==> src/rtl/mrr_pkg.sv <==
`timescale 1ns / 1ps
// ----------------------------------------------------------------------------
// mrr_pkg: shared types and constants of the multi-reader ring block
// Access codes, the queued command record and depth helpers.
// ----------------------------------------------------------------------------
package mrr_pkg;

  localparam int NUM_RINGS_DEF   = 4;
  localparam int NUM_CLIENTS_DEF = 8;
  localparam int MAX_DEPTH_DEF   = 256;
  localparam int ENTRY_BITS_DEF  = 64;
  localparam int QUEUE_DEPTH_DEF = 2;

  localparam int DEPTH_REG_BITS  = 9;
  localparam int DEPTH_RESET     = 256;
  localparam int DEPTH_MIN       = 3;

  typedef enum logic [1:0] {
    FUNC_WRITE    = 2'd0,
    FUNC_READ_OLD = 2'd1,
    FUNC_READ_NEW = 2'd2,
    FUNC_CHECK    = 2'd3
  } func_t;

  // one classified command on its way from front to back
  typedef struct packed {
    func_t       op;
    logic        ring_ok;
    logic        client_ok;
    logic [1:0]  ring;
    logic [2:0]  client;
    logic [63:0] data;
  } item_t;

  typedef struct packed {
    logic full;
    logic empty;
  } q_status_t;

  // last usable slot index for a depth register value, clamped to the legal range
  function automatic int depth_last(input logic [DEPTH_REG_BITS-1:0] v, input int max_depth);
    int d;
    d = int'(v);
    if (d < DEPTH_MIN) d = DEPTH_MIN;
    if (d > max_depth) d = max_depth;
    return d - 1;
  endfunction

endpackage

==> src/rtl/mrr_queue.sv <==
`timescale 1ns / 1ps
// ----------------------------------------------------------------------------
// mrr_queue: short command queue
// Small FIFO of classified commands between intake and execution.
// ----------------------------------------------------------------------------
module mrr_queue #(
  parameter int QUEUE_DEPTH = mrr_pkg::QUEUE_DEPTH_DEF
) (
  input  logic               clk,
  input  logic               rst,
  input  logic               push,
  input  mrr_pkg::item_t     push_item,
  input  logic               pop,
  output mrr_pkg::item_t     head,
  output mrr_pkg::q_status_t status
);

  localparam int IW = (QUEUE_DEPTH > 1) ? $clog2(QUEUE_DEPTH) : 1;
  localparam int CW = $clog2(QUEUE_DEPTH + 1);

  mrr_pkg::item_t slots [QUEUE_DEPTH];
  logic [IW-1:0]  wr_ptr;
  logic [IW-1:0]  rd_ptr;
  logic [CW-1:0]  count;

  assign status.full  = (count == CW'(QUEUE_DEPTH));
  assign status.empty = (count == '0);
  assign head         = slots[rd_ptr];

  always_ff @(posedge clk) begin
    if (push) begin
      slots[wr_ptr] <= push_item;
    end
  end

  always_ff @(posedge clk) begin
    if (rst) begin
      wr_ptr <= '0;
      rd_ptr <= '0;
      count  <= '0;
    end else begin
      if (push) begin
        wr_ptr <= (wr_ptr == IW'(QUEUE_DEPTH - 1)) ? '0 : wr_ptr + IW'(1);
      end
      if (pop) begin
        rd_ptr <= (rd_ptr == IW'(QUEUE_DEPTH - 1)) ? '0 : rd_ptr + IW'(1);
      end
      if (push && !pop) begin
        count <= count + CW'(1);
      end else if (pop && !push) begin
        count <= count - CW'(1);
      end
    end
  end

endmodule

==> config.mk <==
export PLATFORM = sky130hd
export DESIGN_NAME = mrr_queue
export DESIGN_NICKNAME = d
export VERILOG_FILES = /design/src/rtl/mrr_pkg.sv /design/src/rtl/mrr_queue.sv
export SDC_FILE = /design/constraint.sdc
export NUM_CORES = 1
export LEC_CHECK = 0
export BUFFER_PORTS_ARGS = -buffer_cell sky130_fd_sc_hd__buf_2
export CORE_MARGIN = 4
export CORE_UTILIZATION = 45
export CTS_CLUSTER_DIAMETER = 80
export DETAILED_ROUTE_END_ITERATION = 8
export GPL_TIMING_DRIVEN = 1
export MAX_ROUTING_LAYER = met4
export PLACE_DENSITY_LB_ADDON = 0.05
export SLEW_MARGIN = 20
export SYNTH_ARGS = -nofsm -noshare
export SYNTH_HDL_FRONTEND = slang
export SYNTH_SLANG_ARGS = --single-unit
==> constraint.sdc <==
create_clock -name clk -period 7 [get_ports clk]
set_clock_uncertainty 0.1 [all_clocks]
set_input_delay 0.7 -clock clk [delete_from_list [all_inputs] [get_ports clk]]
set_output_delay 0.7 -clock clk [all_outputs]
set_load 0.005 [all_outputs]
Yosys cells after proc, flatten, opt, wreduce, memory -nomap -nowiden
Memory sizes are Yosys's and may differ from the RTL's. A register that Yosys moved wholly into a read port is not among the register bits.
Index checks and enable logic that the tools add are counted.

word-level totals
  memories = 1
  memory bits (writable) = 146
  bits in registers = 4

cells by class
  muxes and demuxes = 8
  equal/unequal tests = 1
  reductions and logical operators = 6
  add/subtract/negate cells = 4

memories
  memory  depth  bits a word  rd ports  clocked after Yosys merged registers in  write ports  line             source
  slots   2      73           1         1                                        1            mrr_queue.sv:21  mrr_pkg::item_t slots [QUEUE_DEPTH];

operator list
  cell                                               count
  two-way mux 1 bit                                  6
  two-way mux 2 bit                                  2
  adder 1 bit (second input constant)                2
  adder 2 x 1 -> 2 bit (second input constant)       1
  == test 2 bit (second input constant)              1
  logical AND 1 bit                                  2
  logical NOT 1 bit                                  2
  logical NOT 2 bit                                  1
  nonzero test 2 bit                                 1
  subtractor 2 x 1 -> 2 bit (second input constant)  1

Logic depth before layout (Yosys ltp)
Gate-level depths: netlist of run 1.

  depth in word-level cells = 4
  mapped depth = 5

Worst setup path after synthesis of run 1
No wires, ideal clock.

  path type = input port to flip-flop
  start = in push
  end = mem slots[0][0] (netlist name) (enable)
  slack = 2488 ps
  cell stages on the path = 1
  arrival time = 3899 ps
  buffers on the path = 0
  data required time = 6387 ps
  cell sequence = nor2b_1

on the way
  longest elaborated chain between the ends = 2

RTL lines
  item                                     line             source
  start: declaration                       mrr_queue.sv:11  input logic push,
  two-way mux 1 bit                        mrr_queue.sv:31  if (push) begin
  two-way mux 1 bit (not written as such)  mrr_queue.sv:32  slots[wr_ptr] <= push_item;
  end: declaration                         mrr_queue.sv:21

No other way between the ends.

==> results.yml, run 1 <==
status:
  status: "complete, no violations"
sta:
  hold_violations: 0
  slew_headroom_pct: 31.0
  setup_viol: 0
  final.setup.tns_ns: 0
  tightestPinTransition_ns: 1.03
  min_period_ns: 2.83
  drv_slew: 0
  finalCritPeriodShare_pct: 40.4
  fmaxAchievable_mhz: 354
  rsz0062_at_grt: "false"
  worst_slack_ns: 4.17
drt:
  met3_length_um: 765
  wire_per_inst_um: 16.9
  drt_iter0_drc: 129
  vias: 2740
  post-route-drc-count: 0
  via_per_inst: 4.77
  dr_wl_met2_um: 4730
  detail-route-antenna-nets: 0
  drt_first_pass_iters: 4
  drt-total-wl_um: 9700
  top_layer: "met4"
  drt-met1-wl_um: 3980
finish:
  final_nets: 490
  layout-drive-gt1-share_pct: 58.8
  area_growth_pct: 24.8
  fin_util_pct: 57.2
  mostFrequentLayoutCell: "buf_2"
  layout_common_cells: "buf_2 (151), edfxtp_1 (146), mux2_2 (73)"
power_and_ir_drop:
  power_mw: 2.02
  p_leak_nw: 2.58
  ir_worst_vdd_uv: 176
  power.density_mw_per_mm2: 294
critical_path:
  critPathKind: "reg2out"
  endpoint_kind: "output pin"
  arrival_ns: 2.03
  reg2reg_depth: 2
  rrSetupSlack_ns: 5.05
  critPathRequiredTime_ns: 6.20
  worstPathMaxFanout: 73
  cp-start-kind: "flop"
flow_run:
  drv_cap: 0
clocking:
  cts_sinks: 151
  cts_tree: "done"
  clk-insertion-delay-late_ns: 0.40
  cts_buffers: 17
  post_cts_buffers: 0
  clk_pin_slew_ns: 0.06
  cts_root_buf: "clkbuf_16"
  cts_htree_levels: 4
  cts_hold_buf: 0
  cts_resized: 0
  cts_buffer_depth: 2
grt:
  grt_max_degree: 74
  grtUsageTotal_pct: 15.0
  grt_pass1_vias: 2919
  gr-total-overflow: 0
  grt_pass1_wl_um: 15300
  antenna_found_initial: 2
placed_design:
  place.gp.congestion: 0.686
  dp_hpwl_um: 6010
  port_buffers: 151
  dpl_worst_slack_ns: 4.49
synthesis:
  ys_types: 16
  syn_area_per_cell_um2: 22.1
  seq_area_frac_synth_pct: 81.5
  ys_seq_elements: 151
  syn_nets: 327
  ys_warn_count: 0
  synth_cells: 249
  syn_area_mm2: 0.00550
worst_hold_path:
  hold_depth: 1
  min_path_type: "in2reg"
floorplanning:
  die_height_um: 119
  rows: 40
  die_w_um: 119
  initial_core_util_pct: 45.8
  coreArea_mm2: 0.0120
  ios: 152
  die_area_mm2: 0.0141
## per-layer routing
layer	global-route usage (%)	vias to the layer above
met5	-	-
met4	7.82	0
met3	5.98	17
met2	22.6	109
met1	17.4	1301
li1	-	1313
## worst paths after layout
kind            startpoint      endpoint
max                   flop       head[2]
min          push_item[24]  slots[1][24]
max reg2reg         wr_ptr  slots[0][36]
min reg2reg       count[1]      count[1]
## stage by stage
step | cell area (um^2) | instances | hold WS (ns)
2_1_floorplan | 5500 | 249 | 0.361
3_3_place_gp | 6370 | 540 | 0.380
5_1_grt | 6870 | 574 | 0.353
4_1_cts | 6860 | 572 | 0.353
3_5_place_dp | 6370 | 540 | 0.396
6_report | 6870 | 574 | 0.379
## report_power, final
part / switching [mW] / total, mW / internal, mW
clock network: 0.311 / 0.759 / 0.447
registers: 0.0289 / 1.08 / 1.06
logic: 0.0777 / 0.175 / 0.0977
total: 0.418 / 2.02 / 1.60
## worst max-delay path, stage by stage (launching register included)
cell and delay (ns):
dfxtp_4 1.01, mux2_2 0.44, buf_2 0.13
## kinds of logic after synthesis
family	Yosys count	share of synthesized area (%)
AOI/OAI and AO/OA	2	0.182
xor gates and xnor gates	4	0.637
adders and majority gates	1	0.227
buffers and inverters	9	1.64
DFF	151	81.5
muxes	73	14.9
and+or+nand+nor	9	0.842
## final cells by class
| cell class | instances | area (um^2) |
|---|---|---|
| multi-input cells | 89 | 936 |
| flip-flops and latches | 151 | 4490 |
| well taps | 147 | 184 |
| fillers | 958 | 5140 |
| diodes | 2 | 5.00 |
| clock inverters | 6 | 27.5 |
| repair buffers | 152 | 763 |
| inverters | 1 | 3.75 |
| clock buffers | 26 | 459 |
## state kept, by name (all words and copies together) (netlist names), named ones only
register  count
slots       146
count         2
rd_ptr        1
wr_ptr        1
## synthesized netlist by cell type
cell type | count | share of area (%)
a21oi_1 | 1 | 0.091
and2_1 | 1 | 0.11
and2b_2 | 1 | 0.16
buf_4 | 1 | 0.14
buf_6 | 7 | 1.4
dfxtp_1 | 5 | 1.8
edfxtp_1 | 146 | 80
ha_1 | 1 | 0.23
inv_1 | 1 | 0.068
mux2_2 | 73 | 15
nor2_1 | 5 | 0.34
nor2b_1 | 1 | 0.11
o21ai_0 | 1 | 0.091
or3_1 | 1 | 0.11
xnor2_1 | 2 | 0.32
xor2_1 | 2 | 0.32
Note: power is estimated with default switching activity, not from simulation.
==> run 2: changes to the inputs <==
==> constraint.sdc (replaced) <==
create_clock -name clk -period 2.6 [get_ports clk]
set_clock_uncertainty 0.1 [all_clocks]
set_input_delay 0.26 -clock clk [delete_from_list [all_inputs] [get_ports clk]]
set_output_delay 0.26 -clock clk [all_outputs]
set_load 0.005 [all_outputs]
==> run 2 against run 1 <==
  * Non-clock buffer count grew 79
  * Sequential share of layout area shrank 6.9 points
  * First-iteration DRC count grew 43%
  * Critical path depth grew 1
  * Utilization grew 6.8 points
  * Final cell count grew 13%
  * Setup slack lost 3.7 ns
  * Power grew to 2.7 times the previous value
  * Global-route usage grew 0.91 points
  * Die area is the same
==> results.yml, run 2 (synthesis results as in run 1) <==
power_and_ir_drop:
  ir_worst_vdd_uv: 537
  power.density_mw_per_mm2: 720
  p_leak_nw: 2.93
sta:
  slew_headroom_pct: 58.8
  drv_slew: 0
  hold_violations: 0
  rsz0062_at_grt: "false"
  tightestPinTransition_ns: 0.618
  fmaxAchievable_mhz: 459
  setup_viol: 0
  min_period_ns: 2.18
  final.setup.tns_ns: 0
  worst_slack_ns: 0.423
  finalCritPeriodShare_pct: 83.7
finish:
  area_growth_pct: 39.6
  fin_util_pct: 63.9
  reg_top3: "slots: 146 flops, count: 2 flops"
  final_nets: 569
  regMostFlops: "slots"
  mostFrequentLayoutCell: "buf_2"
  layout_common_cells: "buf_2 (151), edfxtp_1 (146), dlygate4sd3_1 (74)"
  largest_register_ffs: 146
  antenna_cells: 0
  final_cells: 651
  final_area_mm2: 0.00768
  layout-drive-gt1-share_pct: 50.8
critical_path:
  reg2reg_depth: 2
  arrival_ns: 1.82
  rrSetupSlack_ns: 0.91
  critPathRequiredTime_ns: 2.24
  worstReg2RegEnd: "slots[1][68]"
  cp-start-kind: "flop"
  r2r-start: "wr_ptr"
  worstPathMaxFanout: 33
  critPathKind: "reg2out"
  endpoint_kind: "output pin"
grt:
  grt_max_degree: 51
  antenna_found_initial: 0
  grt_pass1_vias: 3365
  gr-total-overflow: 0
  grtUsageTotal_pct: 15.9
  grt_pass1_wl_um: 16500
drt:
  drt_first_pass_iters: 6
  detail-route-antenna-nets: 0
  post-route-drc-count: 0
  wire_per_inst_um: 15.9
  drt_iter0_drc: 185
  drt-total-wl_um: 10300
  vias: 3097
  via_per_inst: 4.76
placed_design:
  dp_hpwl_um: 6530
  dpl_cell_area_mm2: 0.00645
  port_buffers: 151
  dpl_worst_slack_ns: 0.819
  dp.cells: 545
  place.gp.congestion: 0.699
clocking:
  cts_resized: 0
  cts_buffers: 17
  cts_buffer_depth: 2
  clk_pin_slew_ns: 0.05
  cts_htree_levels: 4
  cts_sinks: 151
  cts_root_buf: "clkbuf_16"
  cts_tree: "done"
  clk-insertion-delay-late_ns: 0.41
worst_hold_path:
  worstHoldEndpoint: "rd_ptr"
  hold_depth: 3
  min_path_type: "in2reg"
  hp-start: "pop"
floorplanning:
  die_height_um: 119
  die_w_um: 119
  die_area_mm2: 0.0141
  ios: 152
  rows: 40
  initial_core_util_pct: 45.8
  coreArea_mm2: 0.0120
status:
  status: "complete, no violations"
flow_run:
  drv_cap: 0
-- run 2: cell count changes in the layout (fill, tap and decap cells not counted) --
cell           change
diode_2            -2
clkinv_1           +1
clkbuf_1           -2
dlygate4sd3_1     +74
buf_4              +2
clkinv_2           +1
buf_12             +3
-- run 2: through the flow --
stage	power (mW)	hold slack (ns)
floorplan	3.21	0.229
global placement	3.47	0.348
detailed placement	3.48	0.351
CTS	5.60	0.0194
global route	5.77	0.0713
finish	5.53	0.0452
-- run 2: power breakdown --
part	internal [mW]	total, mW	switching, mW
registers	2.84	2.89	0.0514
clock network	1.20	2.03	0.831
logic	0.352	0.611	0.259
-- run 2: metal layers --
metal	track usage, %	wire [um]
met2	25.5	5250
met4	6.95	194
met5	-	0
met3	5.69	668
met1	18.0	4230
-- run 2: repair_timing --
action | 4_1_cts | 5_1_grt
endpoints found under the hold margin | 151 | 0
setup buffers | 0 | 0
hold buffers | 74 | 0
-- run 2: worst max path at each step --
stage | from | to | slack (ns) | cells after the start
6_report | flop | head[2] | 0.42 | 3
5_1_grt | flop | head[11] | 0.34 | 3
4_1_cts | flop | head[2] | 0.36 | 3
3_5_place_dp | flop | head[2] | 0.82 | 3
3_3_place_gp | flop | head[2] | 0.82 | 3
2_1_floorplan | wr_ptr | slots[0][0] | 0.65 | 1
-- run 2: final cells by class --
type	instances	area [um^2]
inverters	1	3.75
flip-flops and latches	151	4490
repair buffers	231	1580
clock inverters	8	36.3
multi-input cells	89	936
clock buffers	24	452
well taps	147	184
fillers	890	4330
-- run 2: worst max-delay path, cell delays in order, from the launching register on --
cell     delay (ns)
dfxtp_4        0.61
buf_12         0.27
mux2_2         0.38
buf_2          0.13
==> run 3: changes to the inputs <==
--- a/config.mk
+++ b/config.mk
@@ -5,6 +5,7 @@
 export SDC_FILE = /design/constraint.sdc
 export NUM_CORES = 1
 export LEC_CHECK = 0
+export ABC_AREA = 1
 export BUFFER_PORTS_ARGS = -buffer_cell sky130_fd_sc_hd__buf_2
 export CORE_MARGIN = 4
 export CORE_UTILIZATION = 45
==> constraint.sdc (replaced) <==
create_clock -name clk -period 2.1 [get_ports clk]
set_clock_uncertainty 0.1 [all_clocks]
set_input_delay 0.21 -clock clk [delete_from_list [all_inputs] [get_ports clk]]
set_output_delay 0.21 -clock clk [all_outputs]
set_load 0.005 [all_outputs]
==> run 3 against run 2 <==
  * Wire length grew 1.7%
  * Largest power group unchanged
  * Highest routed layer unchanged
  * Clock-buffer cell count fell by 5
  * Synthesized area rose by 6.3%
  * Critical endpoint is now head[11]
  * Flip-flop and latch count stayed put
==> results.yml, run 3 <==
floorplanning:
  coreArea_mm2: 0.0127
  rows: 41
  initial_core_util_pct: 46.1
  ios: 152
  die_height_um: 122
  die_w_um: 122
  die_area_mm2: 0.0149
clocking:
  clk-insertion-delay-late_ns: 0.40
  cts_sinks: 151
  cts_tree: "done"
  cts_resized: 0
  clk_pin_slew_ns: 0.06
  cts_htree_levels: 4
  cts_buffers: 17
  cts_root_buf: "clkbuf_16"
  post_cts_buffers: 0
  cts_hold_buf: 77
  cts_buffer_depth: 2
synthesis:
  ys_types: 16
  synthArstFlopShare_pct: 0
  synth_area_leaders: "edfxtp_1 (75%), mux2_4 (18%), buf_12 (2.4%), dfxtp_1 (1.7%), inv_1 (0.58%)"
  syn_nets: 338
  syn_area_mm2: 0.00585
  synth_edf_count: 146
  ys_seq_elements: 151
  syn_area_per_cell_um2: 22.5
  synth_cells: 260
  synth_top_cell_by_area: "edfxtp_1"
  synth_ff_type: "edfxtp_1"
  seq_area_frac_synth_pct: 76.7
  synth_top_area_share_pct: 75.0
  synthMostInstantiatedCell: "edfxtp_1"
  yosys-top-cells-count: "edfxtp_1 (146), mux2_4 (70), inv_1 (9), buf_12 (7), nor2_1 (7)"
  ys_warn_count: 0
sta:
  slew_headroom_pct: 74.5
  fmaxAchievable_mhz: 505
  tightestPinTransition_ns: 0.383
  hold_slack_ns: 0.415
  rsz0062_at_grt: "false"
  min_period_ns: 1.98
  setup_viol: 0
  hold_violations: 0
  drv_slew: 0
  finalCritPeriodShare_pct: 94.3
  final.setup.tns_ns: 0
finish:
  largest_register_ffs: 146
  final_nets: 584
  regMostFlops: "slots"
  regArea_mm2: 0.00449
  nFillCells: 939
  antenna_cells: 0
  multiInputGateArea_mm2: 0.00118
  mostFrequentLayoutCell: "buf_2"
  area_growth_pct: 39.6
  layout-drive-gt1-share_pct: 49.7
  final_area_mm2: 0.00816
  layout_common_cells: "buf_2 (151), edfxtp_1 (146), dlygate4sd3_1 (77)"
  reg_top3: "slots: 146 flops, count: 2 flops"
placed_design:
  place.gp.congestion: 0.698
  port_buffers: 151
  dp_hpwl_um: 6670
  dpl_cell_area_mm2: 0.00680
grt:
  grtUsageTotal_pct: 15.7
  grt_max_degree: 52
  antenna_found_initial: 0
  grt_pass1_wl_um: 16800
  grt_pass1_vias: 3435
  gr-total-overflow: 0
power_and_ir_drop:
  p_int_mw: 5.96
  clkPwrFrac_pct: 40.7
  ir_worst_vdd_uv: 581
  netSwitchingPower_mw: 1.44
  power_mw: 7.40
  power.density_mw_per_mm2: 907
  p_leak_nw: 3.29
  seq_power_share_pct: 47.9
  switching_share_pct: 19.5
  combinationalPowerShare_pct: 11.4
flow_run:
  drv_cap: 0
critical_path:
  arrival_ns: 1.67
  critPathRequiredTime_ns: 1.79
  endpoint_kind: "output pin"
  worstPathMaxFanout: 20
  critPathKind: "reg2out"
  cp-start-kind: "flop"
drt:
  via_per_inst: 4.49
  drt_first_pass_iters: 4
  drt_iter0_drc: 162
  wire_per_inst_um: 15.2
  vias: 3101
  detail-route-antenna-nets: 0
  post-route-drc-count: 0
  drt-total-wl_um: 10500
worst_hold_path:
  min_path_type: "in2reg"
status:
  status: "complete, no violations"
==> run 3: layer usage <==
metal	GRT usage, %	wire (um)	vias up	share of wire [%]
met5	-	0	-	0
met1	17.3	4110	1486	39
li1	-	-	1501	-
met3	5.20	713	15	6.8
met2	26.0	5510	99	52
met4	6.93	178	0	1.7
==> run 3: through the flow <==
stage	util, %	instances	setup WS [ns]
finish	64.4	691	0.120
floorplan	-	260	0.115
detailed placement	53.6	582	0.534
global placement	53.6	582	0.531
global route	64.4	691	0.0388
CTS	64.4	691	0.0839
==> run 3: cell families after synthesis <==
| family | count (synthesis) | share of synthesized area [%] |
|---|---|---|
| AO/OA/AOI/OAI | 2 | 0.171 |
| XOR/XNOR | 1 | 0.150 |
| adder cells (fa/ha/maj) | 1 | 0.214 |
| buffers and inverters | 17 | 3.17 |
| flip-flops | 151 | 76.7 |
| multiplexers | 73 | 18.6 |
| AND/OR/NAND/NOR | 15 | 1.05 |
==> run 3: final timing paths <==
path / start / endpoint / slack, ns / depth (start not counted)
worst max register to register: wr_ptr / slots[1][59] / 0.71 / 3
worst min register to register: rd_ptr / rd_ptr / 0.42 / 2
worst max-delay path: flop / head[11] / 0.12 / 3
worst min-delay path: push_item[55] / slots[1][55] / 0.42 / 2
==> run 3: final cells by class <==
class                      instances  share of cell area [%]
sequential                       151                    55.0
clock buffer                      19                    5.31
tap                              172                    2.64
clock inverter                    13                    1.96
timing repair buffer             235                    20.1
inverter                           9                   0.460
multi-input combinational         92                    14.5
==> run 3: worst max-delay path, stage by stage, from the launching register on <==
cell and delay [ns]:
dfxtp_4 0.55, buf_12 0.25, mux2_4 0.32, buf_2 0.13
==> run 3: power by group through the flow <==
stage	Sequential (mW)	Combinational [mW]	Clock (mW)
finish	3.55	0.845	3.01
detailed placement	3.61	0.742	0
floorplan	3.58	0.483	0
global placement	3.60	0.735	0
global route	3.56	0.919	3.24
CTS	3.55	0.859	3.08
